--- src/rtl/i2cmbe_pkg.sv ---
package i2cmbe_pkg;

   localparam int unsigned BITS_PER_BYTE = 8;
   localparam int unsigned CNT_W = $clog2(BITS_PER_BYTE + 1);

   localparam logic [7:0] HOLD_TICKS_RESET = 8'd4;

   typedef enum logic [2:0] {
      OP_TICK  = 3'd0,
      OP_START = 3'd1,
      OP_STOP  = 3'd2,
      OP_WRITE = 3'd3,
      OP_READ  = 3'd4
   } op_type;

endpackage

--- src/rtl/i2c_master_byte_engine_core.sv ---
// I2C master byte engine. Each request is either a command (start or
// restart, stop, write byte, read byte), taken only while the engine is
// idle and ignored otherwise, or a tick that carries the sampled SDA level
// and advances the bus sequence by one step. Every request returns exactly
// one response with the SCL and SDA drive levels, busy, a done pulse, the
// last received byte and the last sampled acknowledge. Bus timing is
// counted in ticks: a hold lasts csr_wr_data ticks (0 counts as 1) and the
// low gap of a read bit half of that, rounded up. The engine takes one
// request per clock cycle: the whole step is one pass of logic into the
// state and response registers. The response is valid the cycle after its
// request is taken, and a new request can be taken in the same cycle as the
// previous response; only a response held back by rsp_ready low stalls
// req_ready.
module i2c_master_byte_engine_core
   import i2cmbe_pkg::*;
(
   input  logic       clock,
   input  logic       reset,
   input  logic       csr_wr_en,
   input  logic [7:0] csr_wr_data,
   input  logic       req_valid,
   output logic       req_ready,
   input  logic [2:0] req_op,
   input  logic [7:0] req_tx_byte,
   input  logic       req_send_nack,
   input  logic       req_sda_level,
   output logic       rsp_valid,
   input  logic       rsp_ready,
   output logic       rsp_scl_high,
   output logic       rsp_sda_low,
   output logic       rsp_busy_res,
   output logic       rsp_done_res,
   output logic [7:0] rsp_rx_data,
   output logic       rsp_ack_bit
);

   typedef enum logic [4:0] {
      PH_IDLE   = 5'd0,
      PH_ST1    = 5'd1,
      PH_ST2    = 5'd2,
      PH_SP1    = 5'd3,
      PH_SP2    = 5'd4,
      PH_WLOW   = 5'd5,
      PH_WHIGH  = 5'd6,
      PH_WACKLO = 5'd7,
      PH_WACKHI = 5'd8,
      PH_RHIGH  = 5'd9,
      PH_RLOW   = 5'd10,
      PH_RACK   = 5'd11
   } phase_type;

   localparam logic [CNT_W-1:0] BIT_COUNT_FULL = CNT_W'(BITS_PER_BYTE);

   phase_type        phase_ff, phase_in;
   logic [CNT_W-1:0] bit_count_ff, bit_count_in, bit_count_dec;
   logic [7:0]       shift_ff, shift_in;
   logic [7:0]       wait_ff, wait_in;
   logic             scl_ff, scl_in;
   logic             sda_ff, sda_in;
   logic             ack_ff, ack_in;
   logic             nack_ff, nack_in;
   logic [7:0]       rx_ff, rx_in;
   logic [7:0]       hold_ticks_ff;
   logic             done_in;

   logic             rsp_valid_ff;
   logic             rsp_scl_ff, rsp_sda_ff, rsp_busy_ff, rsp_done_ff, rsp_ack_ff;
   logic [7:0]       rsp_rx_ff;

   logic [7:0]       hold_len;
   logic [8:0]       gap_sum;
   logic [7:0]       gap_len;
   logic             accept;
   logic             is_cmd;

   assign req_ready = !rsp_valid_ff || rsp_ready;
   assign accept    = req_valid && req_ready;

   assign hold_len      = (hold_ticks_ff == 8'd0) ? 8'd1 : hold_ticks_ff;
   assign gap_sum       = {1'b0, hold_len} + 9'd1;
   assign gap_len       = gap_sum[8:1];
   assign bit_count_dec = bit_count_ff - CNT_W'(1);
   assign is_cmd        = (req_op == OP_START) || (req_op == OP_STOP) ||
                          (req_op == OP_WRITE) || (req_op == OP_READ);

   always_comb begin
      phase_in     = phase_ff;
      bit_count_in = bit_count_ff;
      shift_in     = shift_ff;
      wait_in      = wait_ff;
      scl_in       = scl_ff;
      sda_in       = sda_ff;
      ack_in       = ack_ff;
      nack_in      = nack_ff;
      rx_in        = rx_ff;
      done_in      = 1'b0;
      if (is_cmd) begin
         if (phase_ff == PH_IDLE) begin
            case (req_op)
               OP_START: begin
                  scl_in   = 1'b1;
                  sda_in   = 1'b0;
                  phase_in = PH_ST1;
                  wait_in  = hold_len;
               end
               OP_STOP: begin
                  scl_in   = 1'b1;
                  sda_in   = 1'b1;
                  phase_in = PH_SP1;
                  wait_in  = hold_len;
               end
               OP_WRITE: begin
                  bit_count_in = BIT_COUNT_FULL;
                  scl_in       = 1'b0;
                  sda_in       = ~req_tx_byte[7];
                  shift_in     = {req_tx_byte[6:0], 1'b0};
                  phase_in     = PH_WLOW;
                  wait_in      = 8'd0;
               end
               default: begin
                  shift_in     = 8'd0;
                  bit_count_in = BIT_COUNT_FULL;
                  nack_in      = req_send_nack;
                  sda_in       = 1'b0;
                  scl_in       = 1'b1;
                  phase_in     = PH_RHIGH;
                  wait_in      = hold_len;
               end
            endcase
         end
      end else if (phase_ff != PH_IDLE) begin
         if (phase_ff != PH_WLOW && phase_ff != PH_WACKHI && wait_ff > 8'd1) begin
            wait_in = wait_ff - 8'd1;
         end else begin
            unique case (phase_ff)
               PH_ST1: begin
                  sda_in   = 1'b1;
                  phase_in = PH_ST2;
                  wait_in  = hold_len;
               end
               PH_ST2: begin
                  scl_in   = 1'b0;
                  sda_in   = 1'b0;
                  phase_in = PH_IDLE;
                  wait_in  = 8'd0;
                  done_in  = 1'b1;
               end
               PH_SP1: begin
                  sda_in   = 1'b0;
                  phase_in = PH_SP2;
                  wait_in  = hold_len;
               end
               PH_SP2: begin
                  phase_in = PH_IDLE;
                  wait_in  = 8'd0;
                  done_in  = 1'b1;
               end
               PH_WLOW: begin
                  scl_in   = 1'b1;
                  phase_in = PH_WHIGH;
                  wait_in  = hold_len;
               end
               PH_WHIGH: begin
                  scl_in       = 1'b0;
                  bit_count_in = bit_count_dec;
                  if (bit_count_dec != '0) begin
                     sda_in   = ~shift_ff[7];
                     shift_in = {shift_ff[6:0], 1'b0};
                     phase_in = PH_WLOW;
                     wait_in  = 8'd0;
                  end else begin
                     sda_in   = 1'b0;
                     phase_in = PH_WACKLO;
                     wait_in  = hold_len;
                  end
               end
               PH_WACKLO: begin
                  scl_in   = 1'b1;
                  phase_in = PH_WACKHI;
                  wait_in  = 8'd0;
               end
               PH_WACKHI: begin
                  ack_in   = req_sda_level;
                  scl_in   = 1'b0;
                  phase_in = PH_IDLE;
                  wait_in  = 8'd0;
                  done_in  = 1'b1;
               end
               PH_RHIGH: begin
                  shift_in     = {shift_ff[6:0], req_sda_level};
                  scl_in       = 1'b0;
                  bit_count_in = bit_count_dec;
                  if (bit_count_dec == '0) begin
                     sda_in = nack_ff ? 1'b0 : 1'b1;
                  end
                  phase_in = PH_RLOW;
                  wait_in  = gap_len;
               end
               PH_RLOW: begin
                  scl_in   = 1'b1;
                  phase_in = (bit_count_ff != '0) ? PH_RHIGH : PH_RACK;
                  wait_in  = hold_len;
               end
               PH_RACK: begin
                  scl_in   = 1'b0;
                  sda_in   = 1'b0;
                  rx_in    = shift_ff;
                  phase_in = PH_IDLE;
                  wait_in  = 8'd0;
                  done_in  = 1'b1;
               end
               default: begin
                  phase_in = PH_IDLE;
                  wait_in  = 8'd0;
               end
            endcase
         end
      end
   end

   always_ff @(posedge clock) begin
      if (reset) begin
         hold_ticks_ff <= HOLD_TICKS_RESET;
         phase_ff      <= PH_IDLE;
         bit_count_ff  <= '0;
         shift_ff      <= 8'd0;
         wait_ff       <= 8'd0;
         scl_ff        <= 1'b1;
         sda_ff        <= 1'b0;
         ack_ff        <= 1'b0;
         nack_ff       <= 1'b0;
         rx_ff         <= 8'd0;
         rsp_valid_ff  <= 1'b0;
         rsp_scl_ff    <= 1'b1;
         rsp_sda_ff    <= 1'b0;
         rsp_busy_ff   <= 1'b0;
         rsp_done_ff   <= 1'b0;
         rsp_rx_ff     <= 8'd0;
         rsp_ack_ff    <= 1'b0;
      end else begin
         if (csr_wr_en) begin
            hold_ticks_ff <= csr_wr_data;
         end
         if (accept) begin
            phase_ff     <= phase_in;
            bit_count_ff <= bit_count_in;
            shift_ff     <= shift_in;
            wait_ff      <= wait_in;
            scl_ff       <= scl_in;
            sda_ff       <= sda_in;
            ack_ff       <= ack_in;
            nack_ff      <= nack_in;
            rx_ff        <= rx_in;
            rsp_valid_ff <= 1'b1;
            rsp_scl_ff   <= scl_in;
            rsp_sda_ff   <= sda_in;
            rsp_busy_ff  <= (phase_in != PH_IDLE);
            rsp_done_ff  <= done_in;
            rsp_rx_ff    <= rx_in;
            rsp_ack_ff   <= ack_in;
         end else if (rsp_ready) begin
            rsp_valid_ff <= 1'b0;
         end
      end
   end

   assign rsp_valid    = rsp_valid_ff;
   assign rsp_scl_high = rsp_scl_ff;
   assign rsp_sda_low  = rsp_sda_ff;
   assign rsp_busy_res = rsp_busy_ff;
   assign rsp_done_res = rsp_done_ff;
   assign rsp_rx_data  = rsp_rx_ff;
   assign rsp_ack_bit  = rsp_ack_ff;

   a_done_not_busy: assert property (@(posedge clock) disable iff (reset)
      rsp_valid_ff && rsp_done_ff |-> !rsp_busy_ff)
      else $error("done reported while still busy");

   a_accept_gives_rsp: assert property (@(posedge clock) disable iff (reset)
      accept |=> rsp_valid_ff)
      else $error("accepted request produced no response");

   a_wlow_scl_low: assert property (@(posedge clock) disable iff (reset)
      phase_ff == PH_WLOW |-> !scl_ff)
      else $error("SCL released during write data setup");

   a_idle_wait_clear: assert property (@(posedge clock) disable iff (reset)
      phase_ff == PH_IDLE |-> wait_ff == 8'd0)
      else $error("wait counter not cleared in idle");

   a_bit_count_range: assert property (@(posedge clock) disable iff (reset)
      bit_count_ff <= BIT_COUNT_FULL)
      else $error("bit counter out of range");

endmodule
--- config.mk ---
export PLATFORM = sky130hd
export DESIGN_NAME = i2c_master_byte_engine_core
export DESIGN_NICKNAME = d
export VERILOG_FILES = /design/src/rtl/i2cmbe_pkg.sv /design/src/rtl/i2c_master_byte_engine_core.sv
export SDC_FILE = /design/constraint.sdc
export NUM_CORES = 1
export LEC_CHECK = 0
export BUFFER_PORTS_ARGS = -buffer_cell sky130_fd_sc_hd__clkbuf_2
export CAP_MARGIN = 20
export CORE_ASPECT_RATIO = 0.75
export CORE_MARGIN = 2
export CORE_UTILIZATION = 25
export CTS_BUF_LIST = sky130_fd_sc_hd__clkbuf_8 sky130_fd_sc_hd__clkbuf_16
export DETAILED_ROUTE_END_ITERATION = 12
export GPL_ROUTABILITY_DRIVEN = 0
export MAX_ROUTING_LAYER = met4
export SLEW_MARGIN = 20
export SYNTH_ARGS = -nofsm -noshare
export SYNTH_HDL_FRONTEND = slang
export SYNTH_SLANG_ARGS = --single-unit
--- constraint.sdc ---
create_clock -name clock -period 8.7 [get_ports clock]
set_input_delay 0.87 -clock clock [delete_from_list [all_inputs] [get_ports clock]]
set_output_delay 0.87 -clock clock [all_outputs]
set_load 0.02 [all_outputs]
==> key figures <==
Drt
  • 1st-pass router iterations: 5
  • Antenna viol nets, final: 0
  • # DRC: 0
  • Vias per cell: 5.40
  • Routed vias: 3,209
  • Initial DRC Count: 406
  • DRT Wirelength: 9720 um
  • Drt wl/cell: 16.4 um

Yosys
  • Synth Area in Compound Gates: 27.4%
  • Simple-gate share of the synthesized area: 24.8%
  • Synth async-reset ratio: 0%
  • Synth Warn #: 0
  • Mapped Cells: 404
  • Post-synth EDFFs: 0
  • Distinct cell type count after synthesis: 67
  • Post-synthesis mux area share: 6.27%
  • Syn nets: 437
  • Combinational family with the most area after synthesis: compound AO/OA/AOI/OAI gates
  • Syn_area_per_cell: 7.91 um2
  • Post-Synth XOR/XNOR Area: 3.53%
  • Adder-Cell Fraction of Synth Area: 2.74%
  • Synthesized cell area: 3190 um2
  • Yosys reg bits: 48
  • Most common flop cell mapped by yosys: dfxtp_1
  • Sequential area share after synthesis: 30.1%

Placed design
  • Placed inst area: 3520 um2
  • Port Buf Inserts: 40
  • Inst Count DP: 586
  • Post-place setup slack: 5140 ps
  • Hpwl dp: 7020 um

Critical path
  • WP data arrival: 3450 ps
  • CP endpoint kind: flop
  • CP Launch Type: input pin
  • R2r worst-path depth: 9
  • Worst Path Required: 8900 ps
  • Setup Crit Path Kind: in2reg
  • Crit path max fanout: 20

STA
  • Minimum clock period: 3250 ps
  • RSZ-0062 raised after global routing: false
  • Setup WS post-layout: 5450 ps
  • Final setup violation count: 0
  • Slew Limit Fails: 0
  • Relative slew slack: 44.7%
  • Setup Total Neg Slack: 0 ps
  • Min Hold Slack: 461 ps
  • Final Hold Viols: 0
  • Final period util: 37.4%
  • Clk_skew: 9.37 ps
  • Max frequency: 0.307 GHz
  • Worst slew pin tran: 828 ps

GRT
  • GR Layer Usage met2: 21.5%
  • Vias in the first global route: 3,091
  • Remaining Overflow, GRT: 0
  • Met1 Track Usage GR: 20.9%
  • Largest net degree at the start of global routing: 45
  • GRT busiest layer: met2
  • First-pass GRT wire length: 15,900 um
  • Total Routing Usage GR: 14.9%
  • Met3 usage in global routing: 3.47%
  • Initial antenna violation count: 0

Clocking
  • Clk slew on worst S/H paths: 80 ps
  • Post-CTS Setup Repair Bufs: 0
  • Clock Root Buffer: clkbuf_16
  • CTS tree: done
  • CTS sink count: 48
  • CTS max path bufs: 2
  • Worst-Skew Late Latency: 300 ps
  • Num CTS Buffers: 5
  • H-tree depth: 2
  • Post-CTS Resized: 0
  • Cts hold-fix bufs: 0

Pwr
  • Cell area power density: 197 nW/um2
  • Leakage: 1.36 nW
  • Pwr Total: 721 uW
  • VDD IR-drop max: 94.6 uV

Finish
  • P&R area growth vs syn: 14.9%
  • Fin area: 3670 um2
  • Final Core Density: 29.6%
  • # nets final: 460
  • Share of post-route cells with drive strength above 1: 15.7%
  • # diodes: 0
  • Filler-free cell count of the finished design: 594

Die
  • Site Rows: 35
  • Die Width: 135 um
  • CORE AREA: 12,400 um2
  • Num ports: 41
  • Die Ht: 102 um
  • Initial core utilization: 25.8%
  • Die area: 13,700 um2

Run status
  • Status: completed

Run
  • Max Cap Viol: 0

Min path
  • Hold Crit Depth: 2
  • Worst hold path class: reg2reg
[area by class of cell]
cell class,instances,area [um2]
repair buffers,43,223
well taps,166,208
clock buffers,6,139
multi-input cells,314,2070
flip-flops and latches,48,961
fillers,1327,8720
clock inverters,2,15.0
inverters,15,56.3
[power by group]
part           total, mW  internal [mW]  switching, mW  leakage (nW)
registers          0.267          0.235         0.0325         0.391
clock network      0.205          0.115         0.0909        0.0691
logic              0.249         0.0959          0.153         0.897
total              0.721          0.445          0.276          1.36
[state kept, by name, indices dropped and copies added (netlist names), 4 cells and up]
signal         cells
bit_count_ff       4
hold_ticks_ff      8
phase_ff           5
rsp_rx_data        8
shift_ff           8
wait_ff            8
[cell usage in the layout, fill, tap and decap left out, types with 3 or more instances in the layout]
cell	count
inv_1	15
mux2i_1	20
o21ai_0	14
o221ai_1	3
nor3b_1	3
or3_1	8
a211oi_1	9
a21oi_1	30
nand2_1	23
and3_1	4
a21o_1	3
a221oi_1	4
nor3_1	12
xnor2_1	5
buf_4	3
a311oi_1	3
dfxtp_1	48
clkbuf_2	40
nor4_1	3
ha_1	7
a22oi_1	7
o31ai_1	4
o21a_1	3
o21ai_1	9
o211ai_1	10
nor2_1	58
nand2b_1	6
nand3_1	13
clkbuf_16	5
xor2_1	6
[critical path, stage by stage]
cell and delay (ps):
clkbuf_2 130, nor2_1 290, xnor2_2 290, inv_1 590, nand3_1 440, o221ai_1 360, a211oi_1 100, a2111oi_2 370
[worst paths after layout]
check	slack [ps]	from	endpoint
worst max-delay path	5450	req_op[1]	wait_ff[0]
worst min-delay path	460	rsp_done_res	rsp_done_res
worst max register to register	5580	phase_ff[0]	wait_ff[0]
worst min register to register	460	rsp_done_res	rsp_done_res
[kinds of logic after synthesis]
| logic type | after synthesis |
|---|---|
| buffers and inverters | 42 |
| muxes | 20 |
| and+or+nand+nor | 152 |
| xor gates and xnor gates | 12 |
| AOI/OAI and AO/OA | 123 |
| adders and majority gates | 7 |
| DFF | 48 |
[synth_stat cells, drive strengths merged, types with 2 or more instances]
cell type | number | share of area, %
buf | 3 | 0.59
a21o | 3 | 0.71
a2111oi | 2 | 0.74
or3 | 8 | 1.6
nand2b | 6 | 1.2
o21a | 3 | 0.71
xnor2 | 6 | 1.9
or2 | 2 | 0.39
mux2i | 20 | 6.3
a221oi | 4 | 1.1
inv | 15 | 1.8
nor3b | 3 | 0.71
a21bo | 2 | 0.63
nor4 | 5 | 1.9
dfxtp | 48 | 30
o41ai | 2 | 0.55
o221ai | 3 | 0.82
nand2 | 23 | 2.7
or4bb | 2 | 0.71
a311oi | 3 | 0.82
or4 | 3 | 0.94
ha | 7 | 2.7
xor2 | 6 | 1.6
a211oi | 10 | 2.5
o21ai | 24 | 4.1
clkbuf | 24 | 2.8
nor2b | 2 | 0.39
and3b | 2 | 0.55
o211ai | 10 | 2.4
nor3 | 12 | 1.9
o31ai | 4 | 0.94
and4 | 2 | 0.55
and3 | 4 | 0.78
nor2 | 58 | 6.8
a21oi | 31 | 5.2
a31oi | 2 | 0.86
nand4 | 2 | 0.39
a22oi | 7 | 1.6
nand3 | 13 | 2.0
[layer usage]
| layer | part of all wire, % | wire length, um |
|---|---|---|
| met5 | 0 | 0 |
| met4 | 0.84 | 82 |
| met3 | 9.4 | 910 |
| met2 | 42 | 4070 |
| met1 | 48 | 4660 |
No activity file was read; power rests on OpenSTA's default activity.
